[src/sv/sdtt_pkg.sv]
// types and codes shared by the sorted duration task table
`timescale 1ns / 1ps
package sdtt_pkg;

   localparam logic MODE_INSERT = 1'b0;
   localparam logic MODE_SEARCH = 1'b1;

   localparam logic [2:0] ST_INSERTED     = 3'd0;
   localparam logic [2:0] ST_FULL         = 3'd1;
   localparam logic [2:0] ST_DUPLICATE    = 3'd2;
   localparam logic [2:0] ST_FOUND        = 3'd3;
   localparam logic [2:0] ST_NONE_SHORTER = 3'd4;
   localparam logic [2:0] ST_EMPTY        = 3'd5;

   typedef struct packed {
      logic        mode;
      logic [15:0] task_id;
      logic [15:0] task_duration;
      logic [15:0] limit;
   } req_type;

   typedef struct packed {
      logic [2:0]  status;
      logic [15:0] found_id;
      logic [4:0]  entry_count;
      logic        is_full;
      logic [19:0] duration_sum;
   } rsp_type;

   typedef struct packed {
      logic load;
      logic capture;
      logic commit;
      logic write;
   } cmd_type;

   typedef struct packed {
      logic insert;
      logic full;
      logic dup;
   } stat_type;

endpackage

[src/sv/sdtt_ctrl.sv]
// controller state machine of the sorted duration task table
`timescale 1ns / 1ps
module sdtt_ctrl (
   input  logic              clock,
   input  logic              reset,
   input  logic              start,
   output logic              busy,
   input  sdtt_pkg::stat_type stat,
   output sdtt_pkg::cmd_type  cmd
);
   import sdtt_pkg::*;

   typedef enum logic [2:0] {
      S_IDLE    = 3'b001,
      S_COMPARE = 3'b010,
      S_COMMIT  = 3'b100
   } state_type;

   state_type state_ff;
   state_type state_in;

   always_comb begin
      state_in = state_ff;
      case (state_ff)
         S_IDLE: begin
            if (start) begin
               state_in = S_COMPARE;
            end
         end
         S_COMPARE: state_in = S_COMMIT;
         S_COMMIT:  state_in = S_IDLE;
         default:   state_in = S_IDLE;
      endcase
   end

   always_ff @(posedge clock) begin
      if (reset) begin
         state_ff <= S_IDLE;
      end else begin
         state_ff <= state_in;
      end
   end

   assign busy        = (state_ff != S_IDLE);
   assign cmd.load    = start && (state_ff == S_IDLE);
   assign cmd.capture = (state_ff == S_COMPARE);
   assign cmd.commit  = (state_ff == S_COMMIT);
   assign cmd.write   = (state_ff == S_COMMIT) && stat.insert && !stat.full && !stat.dup;

   a_commit_to_idle: assert property (@(posedge clock) disable iff (reset)
      (state_ff == S_COMMIT) |=> (state_ff == S_IDLE))
      else $error("commit not followed by idle");
   a_write_only_commit: assert property (@(posedge clock) disable iff (reset)
      cmd.write |-> (cmd.commit && !stat.full))
      else $error("write outside commit or while full");
   a_load_leads_compare: assert property (@(posedge clock) disable iff (reset)
      cmd.load |=> (state_ff == S_COMPARE))
      else $error("accepted request did not start compare");

endmodule

[src/sv/sdtt_datapath.sv]
// row of compare-and-shift cells with count, sum and response register
`timescale 1ns / 1ps
module sdtt_datapath #(
   parameter int CAPACITY = 16
) (
   input  logic               clock,
   input  logic               reset,
   input  sdtt_pkg::req_type  req_data,
   input  sdtt_pkg::cmd_type  cmd,
   output sdtt_pkg::stat_type stat,
   output logic               rsp_strobe,
   output sdtt_pkg::rsp_type  rsp_data
);
   import sdtt_pkg::*;

   localparam int CntW = ($clog2(CAPACITY + 1) > 5) ? $clog2(CAPACITY + 1) : 5;
   localparam int SumW = 16 + CntW;

   req_type                 req_ff;
   logic [15:0]             dur_ff [CAPACITY];
   logic [15:0]             id_ff  [CAPACITY];
   logic [CAPACITY-1:0]     lt_ff;
   logic [CAPACITY-1:0]     lt_in;
   logic [CAPACITY-1:0]     eq_ff;
   logic [CAPACITY-1:0]     eq_in;
   logic                    first_lt_ff;
   logic                    first_lt_in;
   logic [15:0]             last_id_ff;
   logic [CntW-1:0]         count_ff;
   logic [CntW-1:0]         count_in;
   logic [SumW-1:0]         sum_ff;
   logic [SumW-1:0]         sum_in;
   rsp_type                 rsp_ff;
   rsp_type                 rsp_in;
   logic                    rsp_strobe_ff;
   logic                    at_end;

   always_ff @(posedge clock) begin
      if (cmd.load) begin
         req_ff <= req_data;
      end
   end

   // per-cell compare against the request
   always_comb begin
      for (int i = 0; i < CAPACITY; i++) begin
         lt_in[i] = (CntW'(i) < count_ff) && (req_ff.task_duration < dur_ff[i]);
         eq_in[i] = (CntW'(i) < count_ff) && (req_ff.task_duration == dur_ff[i]);
      end
      first_lt_in = (count_ff != '0) && (req_ff.limit > dur_ff[0]);
   end

   always_ff @(posedge clock) begin
      if (cmd.capture) begin
         lt_ff       <= lt_in;
         eq_ff       <= eq_in;
         first_lt_ff <= first_lt_in;
      end
   end

   assign stat.insert = (req_ff.mode == MODE_INSERT);
   assign stat.full   = (count_ff == CntW'(CAPACITY));
   assign stat.dup    = |eq_ff;
   assign at_end      = ~|lt_ff;

   genvar g;
   for (g = 0; g < CAPACITY; g++) begin : g_cell
      logic [15:0] prev_dur;
      logic [15:0] prev_id;
      logic        shift_sel;
      logic        new_sel;
      if (g == 0) begin : g_head
         assign prev_dur  = req_ff.task_duration;
         assign prev_id   = req_ff.task_id;
         assign shift_sel = 1'b0;
      end else begin : g_body
         assign prev_dur  = dur_ff[g-1];
         assign prev_id   = id_ff[g-1];
         assign shift_sel = lt_ff[g-1];
      end
      assign new_sel = !shift_sel && (lt_ff[g] || (CntW'(g) == count_ff));
      always_ff @(posedge clock) begin
         if (cmd.write) begin
            if (shift_sel) begin
               dur_ff[g] <= prev_dur;
               id_ff[g]  <= prev_id;
            end else if (new_sel) begin
               dur_ff[g] <= req_ff.task_duration;
               id_ff[g]  <= req_ff.task_id;
            end
         end
      end
   end

   // the last entry only changes when the new task lands at the end
   always_ff @(posedge clock) begin
      if (cmd.write && at_end) begin
         last_id_ff <= req_ff.task_id;
      end
   end

   always_comb begin
      count_in = count_ff;
      sum_in   = sum_ff;
      if (cmd.write) begin
         count_in = count_ff + CntW'(1);
         sum_in   = sum_ff + SumW'(req_ff.task_duration);
      end
   end

   always_comb begin
      rsp_in.found_id = '0;
      if (stat.insert) begin
         if (stat.full) begin
            rsp_in.status = ST_FULL;
         end else if (stat.dup) begin
            rsp_in.status = ST_DUPLICATE;
         end else begin
            rsp_in.status = ST_INSERTED;
         end
      end else if (count_ff == '0) begin
         rsp_in.status = ST_EMPTY;
      end else if (first_lt_ff) begin
         rsp_in.status   = ST_FOUND;
         rsp_in.found_id = id_ff[0];
      end else begin
         rsp_in.status   = ST_NONE_SHORTER;
         rsp_in.found_id = last_id_ff;
      end
      rsp_in.entry_count  = count_in[4:0];
      rsp_in.is_full      = (count_in == CntW'(CAPACITY));
      rsp_in.duration_sum = sum_in[19:0];
   end

   always_ff @(posedge clock) begin
      if (reset) begin
         count_ff      <= '0;
         sum_ff        <= '0;
         rsp_strobe_ff <= 1'b0;
      end else begin
         count_ff      <= count_in;
         sum_ff        <= sum_in;
         rsp_strobe_ff <= cmd.commit;
      end
   end

   always_ff @(posedge clock) begin
      if (cmd.commit) begin
         rsp_ff <= rsp_in;
      end
   end

   assign rsp_strobe = rsp_strobe_ff;
   assign rsp_data   = rsp_ff;

   a_count_bound: assert property (@(posedge clock) disable iff (reset)
      count_ff <= CntW'(CAPACITY))
      else $error("entry count above capacity");
   a_strobe_after_commit: assert property (@(posedge clock) disable iff (reset)
      rsp_strobe |-> $past(cmd.commit))
      else $error("result strobe without commit");
   a_write_counts: assert property (@(posedge clock) disable iff (reset)
      cmd.write |=> (count_ff == CntW'($past(count_ff) + CntW'(1))))
      else $error("insert did not advance count");

endmodule

[src/sv/sorted_duration_task_table_top.sv]
// top level of the sorted duration task table
`timescale 1ns / 1ps
// keeps up to CAPACITY tasks sorted by ascending duration in a row of
// compare-and-shift cells; a request is taken when start is high and busy is
// low, passes through the cell compare state and then the commit state, and
// its result appears on the cycle after the commit with rsp_strobe high for
// exactly one cycle; the next request can be taken while the result is shown;
// results cannot be held off and must be captured in that cycle
module sorted_duration_task_table_top #(
   parameter int CAPACITY = 16
) (
   input  logic              clock,
   input  logic              reset,
   input  logic              start,
   output logic              busy,
   input  sdtt_pkg::req_type req_data,
   output logic              rsp_strobe,
   output sdtt_pkg::rsp_type rsp_data
);
   import sdtt_pkg::*;

   cmd_type  cmd;
   stat_type stat;

   sdtt_ctrl u_ctrl (
      .clock (clock),
      .reset (reset),
      .start (start),
      .busy  (busy),
      .stat  (stat),
      .cmd   (cmd)
   );

   sdtt_datapath #(
      .CAPACITY (CAPACITY)
   ) u_datapath (
      .clock      (clock),
      .reset      (reset),
      .req_data   (req_data),
      .cmd        (cmd),
      .stat       (stat),
      .rsp_strobe (rsp_strobe),
      .rsp_data   (rsp_data)
   );

endmodule
[config.mk]
export PLATFORM = sky130hd
export DESIGN_NAME = sorted_duration_task_table_top
export DESIGN_NICKNAME = d
export VERILOG_FILES = /design/src/sv/sdtt_pkg.sv /design/src/sv/sdtt_ctrl.sv /design/src/sv/sdtt_datapath.sv /design/src/sv/sorted_duration_task_table_top.sv
export SDC_FILE = /design/constraint.sdc
export NUM_CORES = 1
export LEC_CHECK = 0
export BUFFER_PORTS_ARGS = -buffer_cell sky130_fd_sc_hd__buf_2
export CAP_MARGIN = 20
export CORE_UTILIZATION = 45
export CTS_BUF_LIST = sky130_fd_sc_hd__clkbuf_8 sky130_fd_sc_hd__clkbuf_16
export CTS_CLUSTER_DIAMETER = 60
export DETAILED_ROUTE_END_ITERATION = 16
export HOLD_SLACK_MARGIN = 0.1
export PLACE_DENSITY = 0.67
export SYNTH_ARGS = -nofsm -noshare
export SYNTH_HDL_FRONTEND = slang
export SYNTH_SLANG_ARGS = --single-unit
[constraint.sdc]
create_clock -name clock -period 12.55 [get_ports clock]
set_input_delay 1.255 -clock clock [delete_from_list [all_inputs] [get_ports clock]]
set_output_delay 1.255 -clock clock [all_outputs]
set_load 0.03 [all_outputs]
==> impl_results.md, run 1 <==
* CTS max path bufs at 3
* Startpoint types: flip-flop
* Largest net degree at the start of global routing at 51
* Synth area leader: edfxtp_1
* Cells after Synth at 2178
* Critical-path cell list: nor3b_4, buf_4, nand3_2, buf_4, or3_1, mux2_2
* Top-count cell post-synth: edfxtp_1
* # clock sinks at ~440
* Logic pwr share at 0.060
* Post-CTS sizing at 0
* Wl on met1 at ~27000 µm
* Tmin final at about 3.7 ns
* Pre-antenna DRT Iters at 5
* Power Total at roughly 3.3 mW
* Met2 routed wirelength at roughly 30000 µm
* Async SR Flop Fraction at 0
* Pint at 2.564 mW
* NetSw at ~770 µW
* CTS Hold Bufs at 0
* CTS buffer count at 50
* Hold WC Path Type: flip-flop to flip-flop
* Row count at 85
* Layout cells sized above 1 at 0.1547
* Diode count at 0
* Mapped cell area at approximately 25000 µm²
* Routed Antenna Nets at 0
* Sequential cell area fraction in the yosys report at 0.5230
* First-pass GRT wire length at about 96000 µm
* H-tree levels at 2
* Fmax at between 200 and 300 MHz
* Peak supply drop at around 110 µV
* Area post-placement at 26270 µm²
* Final Hold Fails at 0
* Post-CTS Setup Bufs at 0
* Core Util, Final at 0.5170
* Max Used Layer: met4
* Later-pin clock latency in the skew report at between 0.6 and 0.7 ns
* Final period util at 0.2975
* RSZ-0062 raised after global routing: no
* Post-synth top flop: edfxtp_1
* Root buf cell: clkbuf_16
* Length in cells of the worst reg-to-reg path at 6
* Routability Congestion at around 0.88
* Setup crit end kind: flip-flop
* Final instance area at about 28000 µm²
* Slew Limit Fails at 0
* Clock share of power at 0.453
* Req. time, crit path at roughly 13 ns
* Setup TNS at 0 ns
* Setup Viol. Count Final at 0
* Initial Util at 0.4597
* Library cells used by synthesis at 61
* Power share of the sequential group at 0.487
* DRT iter0 DRCs at about 1300
* Height of the die at about 240 µm
* Max-cap violations at 0
* Switching fraction of total power at 0.2311
* Vias at ~17000
* Met3 Routed Length at approximately 3200 µm
* Gr ovfl total at 0
* Critical path class: flip-flop to flip-flop
* CP max-delay cell: nand3_2
* Lkg Pwr at between 10 and 15 nW
* Worst EP arrival at 4.09 ns
* Syn_nets at about 2500
* Area growth syn-to-layout at 12.46%
* PortBufs at 98
* Crit-path max FO at 48
* Worst slew pin tran at between 0.8 and 0.9 ns
* Final nets at about 2600
* Slew Limit Headroom at 0.4346
* Post-synth EDFFs at a little over 400
* Initial antenna violation count at 2
* Routed WL at approximately 60000 µm
* Vias per cell at roughly 5.7
* Final setup skew at ~0.034 ns
* Vias in the first global route at 17190
* Post-DP HPWL at between 40000 and 50000 µm
* Hold path depth at 0
* Crit path top cell by count: buf_4
* Total GRT Usage at 0.2206
* Die Width at between 200 and 250 µm
* Hold Worst Slack at approximately 0.45 ns
* CTS tree: done
* Synth Register Bits at about 440
* CTS clock-pin slew for the worst setup and hold paths at roughly 0.060 ns
* Routed length per placed instance at roughly 20 µm
* Residual DRC at 0
* Pwr per Cell Area at about 120 nW/µm²
* Top cells by count, synth: edfxtp_1 (415), ha_1 (291), inv_1 (272), nand2_1 (187), o21ai_0 (164)
* Syn avg cell area at 11.45 µm²
* Layout fillers at roughly 4600
* Area share of the largest cell type after synthesis at 0.4997
* Top Ports at a little under 100
* Core area at roughly 54000 µm²
* Die Area at between 50000 and 60000 µm²
* Yosys synthesis warning count at 0
* Status: finished, final reports clean
* Highest cell delay on the worst timing path at between 0.7 and 0.8 ns
* Largest cells by area after synthesis: edfxtp_1 (50%), ha_1 (15%), mux2_2 (4.7%)
[cells by family (layout without fill, tap and decap cells)]
family | after synthesis | count (layout) | share of synthesized area
buffers and inverters | 349 | 511 | 0.05655
flip-flops | 444 | 444 | 0.5230
XOR/XNOR | 14 | 14 | 0.004917
adder cells (fa/ha/maj) | 292 | 292 | 0.1468
AO/OA/AOI/OAI | 440 | 440 | 0.1056
AND/OR/NAND/NOR | 495 | 495 | 0.09639
multiplexers | 144 | 144 | 0.06668
[stage by stage]
step | setup WS (ns) | cells
global route | 8.576 | 3036
global placement | 8.897 | 2937
CTS | 8.799 | 3033
finish | 8.816 | 3036
floorplan | 8.062 | 2178
detailed placement | 8.816 | 2939
[final timing paths]
kind,start,endpoint,slack (ns)
max,u_ctrl.state_ff[2],u_datapath.dur_ff[1][70],8.82
min,u_datapath.g_cell[0].prev_id[10],u_datapath.id_ff[0][10],0.45
max reg2reg,u_ctrl.state_ff[2],u_datapath.dur_ff[1][70],8.82
min reg2reg,u_datapath.g_cell[0].prev_id[10],u_datapath.id_ff[0][10],0.45
[per-layer routing]
metal / global-route usage / up-vias
met1: 0.2859 / 8422
met4: 0.08152 / 0
met2: 0.3747 / 498
met3: 0.03147 / 118
met5: 0 / -
li1: - / 8179
[placed cells by master (no fill, tap or decap), types with 25 or more instances in the layout]
cell	Yosys	final
dfxtp_1	29	29
nand3_1	26	26
buf_2	17	98
nor4_1	25	25
mux2_2	103	103
nand2_1	187	187
buf_4	0	45
clkbuf_16	0	50
ha_1	291	291
inv_1	272	281
o21a_1	34	34
nand4_1	52	52
nor2b_1	47	47
a21oi_1	118	118
edfxtp_1	415	415
o21ai_0	164	164
nor2_1	77	76
a21o_1	47	47
nor3_1	38	33
[power groups by stage]
stage / Sequential [mW] / Clock, mW / Combinational [mW]
final: 1.62 / 1.51 / 0.201
after floorplan: 1.67 / 0 / 0.107
after global routing: 1.62 / 1.59 / 0.223
after detailed placement: 1.66 / 0 / 0.196
after global placement: 1.66 / 0 / 0.185
after CTS: 1.63 / 1.53 / 0.198
[worst max-delay path: cells and delay by family, from the launching register on]
kind | cells | cell delay (ns)
buf+inv | 2 | 1.09
flops | 1 | 0.37
mux | 1 | 0.39
simple gates | 3 | 1.60
[layout make-up]
cell class                 count  area (µm²)  share of cell area
clock buffer                  56        1334             0.04756
timing repair buffer         145       863.3             0.03078
sequential                   444       13040              0.4651
tap                          696       870.8             0.03105
clock inverter                38       395.4             0.01410
multi-input combinational   1385       10520              0.3750
inverter                     272        1021             0.03641
[sequential cells by signal, indices dropped and copies added (netlist names)]
| register | cells |
|---|---|
| u_ctrl.state_ff | 3 |
| u_datapath.dur_ff | 256 |
| u_datapath.count_ff | 5 |
| u_datapath.rsp_strobe | 1 |
| u_datapath.req_ff | 17 |
| u_datapath.lt_ff | 16 |
| u_datapath.last_id_ff | 16 |
| u_datapath.g_cell.prev_id | 16 |
| u_datapath.first_lt_ff | 1 |
| u_datapath.eq_ff | 16 |
| u_datapath.rsp_data | 45 |
| u_datapath.id_ff | 16 |
| u_datapath.sum_ff | 20 |
| u_datapath.g_cell.prev_dur | 16 |
Power figures use the tool's default switching activity.
==> run 2: changes to the inputs <==
--- a/config.mk
+++ b/config.mk
@@ -5,6 +5,7 @@
 export SDC_FILE = /design/constraint.sdc
 export NUM_CORES = 1
 export LEC_CHECK = 0
+export ABC_AREA = 1
 export BUFFER_PORTS_ARGS = -buffer_cell sky130_fd_sc_hd__buf_2
 export CAP_MARGIN = 20
 export CORE_UTILIZATION = 45
==> constraint.sdc (replaced) <==
create_clock -name clock -period 3.8 [get_ports clock]
set_input_delay 0.38 -clock clock [delete_from_list [all_inputs] [get_ports clock]]
set_output_delay 0.38 -clock clock [all_outputs]
set_load 0.03 [all_outputs]
==> impl_results.md, run 2 <==
* Setup TNS at 0 ns (unchanged)
* Setup Viol. Count Final at 0 (unchanged)
* Peak supply drop at 344.3 µV (+210%)
* Sequential cell area fraction in the yosys report at 0.5215 (-0.001492)
* Vias at 19390 (+13%)
* Post-synth top flop: edfxtp_1
* CTS clock-pin slew for the worst setup and hold paths at 0.06 ns (about the same)
* Total GRT Usage at 0.2401 (+0.01949)
* First-pass GRT wire length at 104200 µm (+8.2%)
* CTS tree: done
* Mapped cell area at 25010 µm² (+0.29%)
* Library cells used by synthesis at 47 (-23%)
* Synth area leader: edfxtp_1
* Routability Congestion at 0.9350 (+6.4%)
* DRT iter0 DRCs at 1551 (+18%)
* Lkg Pwr at 13.08 nW (+12%)
* Worst slack, placed at 0.6919 ns (-8.124 ns)
* R2r setup slk at 0.63 ns (-8.19 ns)
* Yosys synthesis warning count at 0 (unchanged)
* # clock sinks at 444 (unchanged)
* Initial antenna violation count at 6 (+4)
* Post-CTS Setup Bufs at 0 (unchanged)
* PortBufs at 98 (unchanged)
* Async SR Flop Fraction at 0 (unchanged)
* Area share of the largest cell type after synthesis at 0.4983 (-0.001425)
* Root buf cell: clkbuf_16
* Slew Limit Fails at 0 (unchanged)
* Register bank with the most flops: u_datapath.dur_ff
* Final Hold Fails at 0 (unchanged)
* RSZ-0062 raised after global routing: no
* Die Area at 56520 µm² (+0.29%)
* Max-cap violations at 0 (unchanged)
* Pre-antenna DRT Iters at 6 (+1)
* CTS buffer count at 51 (+2.0%)
* Post-synth EDFFs at 415 (unchanged)
* Slew Limit Headroom at 0.2978 (-0.1368)
* Post-DP HPWL at 47510 µm (+13%)
* Post-CTS sizing at 0 (unchanged)
* Syn avg cell area at 9.571 µm² (-16%)
* Later-pin clock latency in the skew report at 0.59 ns (-0.04 ns)
* Top Ports at 99 (unchanged)
* Startpoint types: flip-flop
* Top-count cell post-synth: nand2_1
* Setup crit end kind: flip-flop
* Commonest non-fill, non-tap cells in the layout: nand2_1 (560), edfxtp_1 (415), inv_1 (414), ha_1 (291), o21ai_0 (283)
* Worst slew pin tran at 1.052 ns (+0.2037 ns)
* Pwr per Cell Area at 389.4 nW/µm² (+230%)
* Vias per cell at 5.416 (-4.5%)
* Top cells by count, synth: nand2_1 (560), edfxtp_1 (415), inv_1 (405), o21ai_0 (294), ha_1 (291)
* Layout cells sized above 1 at 0.09162 (-0.06308)
* Row count at 86 (+1.2%)
* Setup WS post-layout at 0.6258 ns (-8.190 ns)
* Crit-path max FO at 32 (-33%)
* Area growth syn-to-layout at 15.06%
* Routed Antenna Nets at 0 (unchanged)
* Vias in the first global route at 19120 (+11%)
* Core area at 54990 µm² (+1.4%)
* Cells after Synth at 2613 (+20%)
* Status: finished, final reports clean
* Fmax at 315.0 MHz (+18%)
* CTS Hold Bufs at 50 (+50)
* Hold WC Path Type: input pin to flip-flop
* Initial Util at 0.4548 (-0.004938)
* Syn_nets at 2957 (+17%)
* Die Width at 237.7 µm (+0.14%)
* Gr ovfl total at 0 (unchanged)
* Synth Register Bits at 444 (unchanged)
* Req. time, crit path at 4.09 ns (-8.81 ns)
* Height of the die at 237.7 µm (+0.14%)
* Final period util at 0.8353 (+0.5378)
* Residual DRC at 0 (unchanged)
* Routed WL at 67880 µm (+10%)
* Max FFs per register at 256 (unchanged)
* Final setup skew at 0.01585 ns (-0.01784 ns)
* Critical path class: flip-flop to flip-flop
* H-tree levels at 2 (unchanged)
* Most common cell after layout, fill and taps aside: nand2_1
* Worst EP arrival at 3.46 ns (-0.63 ns)
* Largest net degree at the start of global routing at 46 (-9.8%)
* Final nets at 3131 (+19%)
* Routed length per placed instance at 18.96 µm (-6.7%)
* CTS max path bufs at 3 (unchanged)
* Largest cells by area after synthesis: edfxtp_1 (50%), ha_1 (15%), nand2_1 (8.4%)
* Tmin final at 3.174 ns (-0.5595 ns)
## run 2: cell types whose count changed after synthesis, sizes merged, moves of 47 or more
cell and change:
inv +135, o21ai +152, nor2b -47, a21oi +64, mux2 -123, nand2 +375, nand3 +49
## run 2: layout make-up
| type | count | area, µm² |
|---|---|---|
| Sequential cell | 444 | 13040 |
| Inverter | 408 | 1531 |
| Timing Repair Buffer | 199 | 1386 |
| Fill cell | 4766 | 26210 |
| Clock buffer | 53 | 1326 |
| Clock inverter | 40 | 401.6 |
| Tap cell | 748 | 935.9 |
| Antenna cell | 5 | 12.51 |
| Multi-Input combinational cell | 1683 | 10140 |
## run 2: report_power, final
part           switching, mW  leakage [nW]  internal [mW]
Sequential            0.0620          4.01           5.34
Combinational          0.499          8.19          0.258
Clock                   2.03         0.878           3.01
## run 2: critical path: stages, from the launching register on
cell     delay (ns)
dfxtp_1        0.54
inv_1          0.24
ha_1           0.30
nand3_1        0.12
nand2_2        0.10
nor2_1         0.13
nand3_1        0.41
nor2_1         0.22
nand2_1        0.48
nand2_1        0.20
o21ai_0        0.12
## run 2: cell families (layout without fill, tap and decap cells)
kind of cell	count (synthesis)	count (layout)	synth area share
AO/OA/AOI/OAI	546	546	0.1145
XOR/XNOR	7	7	0.002452
adder cells (fa/ha/maj)	292	292	0.1464
buffers and inverters	486	700	0.07430
flip-flops	444	444	0.5215
other	0	5	0
AND/OR/NAND/NOR	838	838	0.1408
## run 2: worst paths after layout
path | startpoint | end | cells after the start
setup / recovery | u_datapath.count_ff[0] | u_datapath.dur_ff[1][2] | 10
hold / removal | reset | u_datapath.sum_ff[11] | 2
setup reg to reg | u_datapath.count_ff[0] | u_datapath.dur_ff[1][2] | 10
hold reg to reg | u_datapath.g_cell[0].prev_id[12] | u_datapath.id_ff[0][12] | 0
## run 2: through the flow
step / util / area, µm² / total power, mW / hold WS (ns) / instances
finish: 0.5233 / 28770 / 11.20 / 0.3242 / 3580
floorplan: - / 25010 / 5.888 / 0.4215 / 2613
global placement: 0.4825 / 26530 / 6.163 / 0.4230 / 3432
detailed placement: 0.4825 / 26530 / 6.206 / 0.4296 / 3432
global route: 0.5233 / 28770 / 11.51 / 0.3300 / 3580
CTS: 0.5231 / 28760 / 11.24 / 0.2903 / 3575
## run 2: metal layers
metal  GRT usage  part of all wire
met1      0.3076              0.41
met2      0.4034              0.48
met3     0.04181             0.071
met4     0.09384             0.037
met5           0                 0
==> run 3: changes to the inputs <==
==> constraint.sdc (replaced) <==
create_clock -name clock -period 3 [get_ports clock]
set_input_delay 0.3 -clock clock [delete_from_list [all_inputs] [get_ports clock]]
set_output_delay 0.3 -clock clock [all_outputs]
set_load 0.03 [all_outputs]
==> impl_results.md, run 3 (synthesis results as in run 2) <==
* Final period util at 0.8708 (+0.03543)
* R2R Path Start: u_datapath.eq_ff[7]
* # clock sinks at 444 (unchanged)
* Clock share of power at 0.433 (-0.017)
* H-tree levels at 2 (unchanged)
* FF/Latch Area at 13040 µm² (unchanged)
* CTS tree: done
* Power share of the sequential group at 0.493 (+0.011)
* Hold Crit Start: reset
* Layout fillers at 4740 (-0.55%)
* Height of the die at 237.7 µm (unchanged)
* Length in cells of the worst reg-to-reg path at 9 (-1)
* Setup Viol. Count Final at 0 (unchanged)
* Startpoint types: flip-flop
* Max-cap violations at 0 (unchanged)
* Slew Limit Headroom at 0.3169 (+0.01903)
* Die Width at 237.7 µm (unchanged)
* Area growth syn-to-layout at 15.93%
* Residual DRC at 0 (unchanged)
* Post-CTS Setup Bufs at 0 (unchanged)
* Pre-antenna DRT Iters at 5 (-1)
* Core Util, Final at 0.5272 (+0.003937)
* Setup crit end kind: flip-flop
* Initial Util at 0.4548 (unchanged)
* Diode count at 0 (-5)
* DRT iter0 DRCs at 1698 (+9.5%)
* Largest net degree at the start of global routing at 43 (-6.5%)
* CTS max path bufs at 3 (unchanged)
* Logic pwr share at 0.074 (+0.006)
* Row count at 86 (unchanged)
* Area of the multi-input gates at 10140 µm² (unchanged)
* Worst r2r dst: u_datapath.dur_ff[0][71]
* Later-pin clock latency in the skew report at 0.61 ns (+0.02 ns)
* Commonest non-fill, non-tap cells in the layout: nand2_1 (560), inv_1 (416), edfxtp_1 (415), ha_1 (291), o21ai_0 (283)
* First-pass GRT wire length at 107000 µm (+2.7%)
* Root buf cell: clkbuf_16
* RSZ-0062 raised after global routing: no
* Switching fraction of total power at 0.2404 (+0.009203)
* Register bank with the most flops: u_datapath.dur_ff
* Req. time, crit path at 3.28 ns (-0.81 ns)
* Hold path depth at 2 (unchanged)
* Routed WL at 70210 µm (+3.4%)
* NetSw at 3.335 mW (+29%)
* Setup WS post-layout at 0.3877 ns (-0.2380 ns)
* Most common cell after layout, fill and taps aside: nand2_1
* Slew Limit Fails at 0 (unchanged)
* Routed length per placed instance at 19.44 µm (+2.5%)
* Vias per cell at 5.398 (-0.34%)
* Fmax at 382.8 MHz (+22%)
* Worst EP arrival at 2.89 ns (-0.57 ns)
* Post-DP HPWL at 50600 µm (+6.5%)
* Core area at 54990 µm² (unchanged)
* Hold WC Path Type: input pin to flip-flop
* CTS clock-pin slew for the worst setup and hold paths at 0.06 ns (about the same)
* Setup TNS at 0 ns (unchanged)
* Area post-placement at 26880 µm² (+1.3%)
* Critical path class: flip-flop to flip-flop
* Final Hold Fails at 0 (unchanged)
* Lkg Pwr at 13.23 nW (+1.1%)
* Worst Hold End: u_datapath.sum_ff[11]
* Initial antenna violation count at 1 (-5)
* Final setup skew at 0.02080 ns (+0.004950 ns)
* Worst slack, placed at 0.4670 ns (-0.2249 ns)
* Post-CTS sizing at 0 (unchanged)
* Pint at 10.54 mW (+22%)
* CTS buffer count at 50 (-2.0%)
* PortBufs at 98 (unchanged)
* Crit-path max FO at 33 (+3.1%)
* Peak supply drop at 473.5 µV (+38%)
* Total GRT Usage at 0.2491 (+0.009006)
* Final nets at 3165 (+1.1%)
* Pwr per Cell Area at 478.6 nW/µm² (+23%)
* Final instance area at 28990 µm² (+0.75%)
* Routability Congestion at 0.9246 (-1.1%)
* Vias in the first global route at 19240 (+0.64%)
* Max FFs per register at 256 (unchanged)
* Layout cells sized above 1 at 0.1006 (+0.008977)
* Tmin final at 2.612 ns (-0.5620 ns)
* Worst slew pin tran at 1.024 ns (-0.02813 ns)
* Status: finished, final reports clean
* Die Area at 56520 µm² (unchanged)
* Top Ports at 99 (unchanged)
* Gr ovfl total at 0 (unchanged)
* R2r setup slk at 0.39 ns (-0.24 ns)
* Vias at 19490 (+0.53%)
* Routed Antenna Nets at 0 (unchanged)
-- run 3: cell count changes in the layout (fill, tap and decap cells not counted), moves of 4 or more --
cell,before,now
buf_4,50,78
diode_2,5,0
clkinv_1,4,9
bufinv_16,7,3
buf_12,1,8
-- run 3: power groups by stage --
stage          sequential (mW)  combinational [mW]  clock [mW]
5_1_grt                   6.83                1.13        6.31
6_report                  6.83                1.03        6.01
4_1_cts                   6.83                1.02        6.07
2_1_floorplan             6.97               0.485           0
3_5_place_dp              6.96               0.958           0
3_3_place_gp              6.96               0.907           0
-- run 3: timing repair --
action,in CTS,in global routing
hold buffers,50,0
hold endpoints to repair,50,0
setup endpoints to repair,0,0
-- run 3: area by class of cell --
cell class	instances	area share
clock buffer	53	0.04497
clock inverter	41	0.01044
inverter	408	0.05283
sequential	444	0.4499
tap	748	0.03228
timing repair buffer	234	0.05991
multi-input combinational	1683	0.3497
-- run 3: stage by stage --
| step | hold WS [ns] | cells | power [mW] |
|---|---|---|---|
| final | 0.1824 | 3611 | 13.87 |
| after global routing | 0.1826 | 3611 | 14.28 |
| after CTS | 0.1647 | 3611 | 13.92 |
| after detailed placement | 0.4350 | 3467 | 7.920 |
| after global placement | 0.4239 | 3467 | 7.865 |
| after floorplan | 0.3989 | 2613 | 7.457 |
-- run 3: critical path, cell delays in order (launching register included) --
cell and delay (ns):
edfxtp_1 0.36, nor2_1 0.15, nand2_1 0.11, nor2_1 0.28
nand2_1 0.23, nor3_4 0.19, buf_4 0.21, nand2_2 0.31
o21ai_1 0.19, buf_4 0.27
-- run 3: routing by layer --
metal  vias up  part of all wire  GRT usage  wire, µm
li1       9383                 -          -         -
met1      9261              0.40     0.3098     27930
met2       665              0.48     0.4187     33750
met3       184             0.074    0.04610      5197
met4         0             0.047     0.1165      3331
met5         -                 0          0         0
-- run 3: how the worst max path moves through the flow --
| stage | to | from |
|---|---|---|
| CTS | u_datapath.dur_ff[0][74] | u_datapath.eq_ff[7] |
| detailed placement | u_datapath.rsp_data[18] | u_datapath.g_cell[0].prev_dur[9] |
| floorplan | u_datapath.dur_ff[0][64] | u_datapath.count_ff[0] |
| global placement | u_datapath.rsp_data[18] | u_datapath.g_cell[0].prev_dur[9] |
| global route | u_datapath.dur_ff[0][72] | u_datapath.eq_ff[7] |
| finish | u_datapath.dur_ff[0][71] | u_datapath.eq_ff[7] |
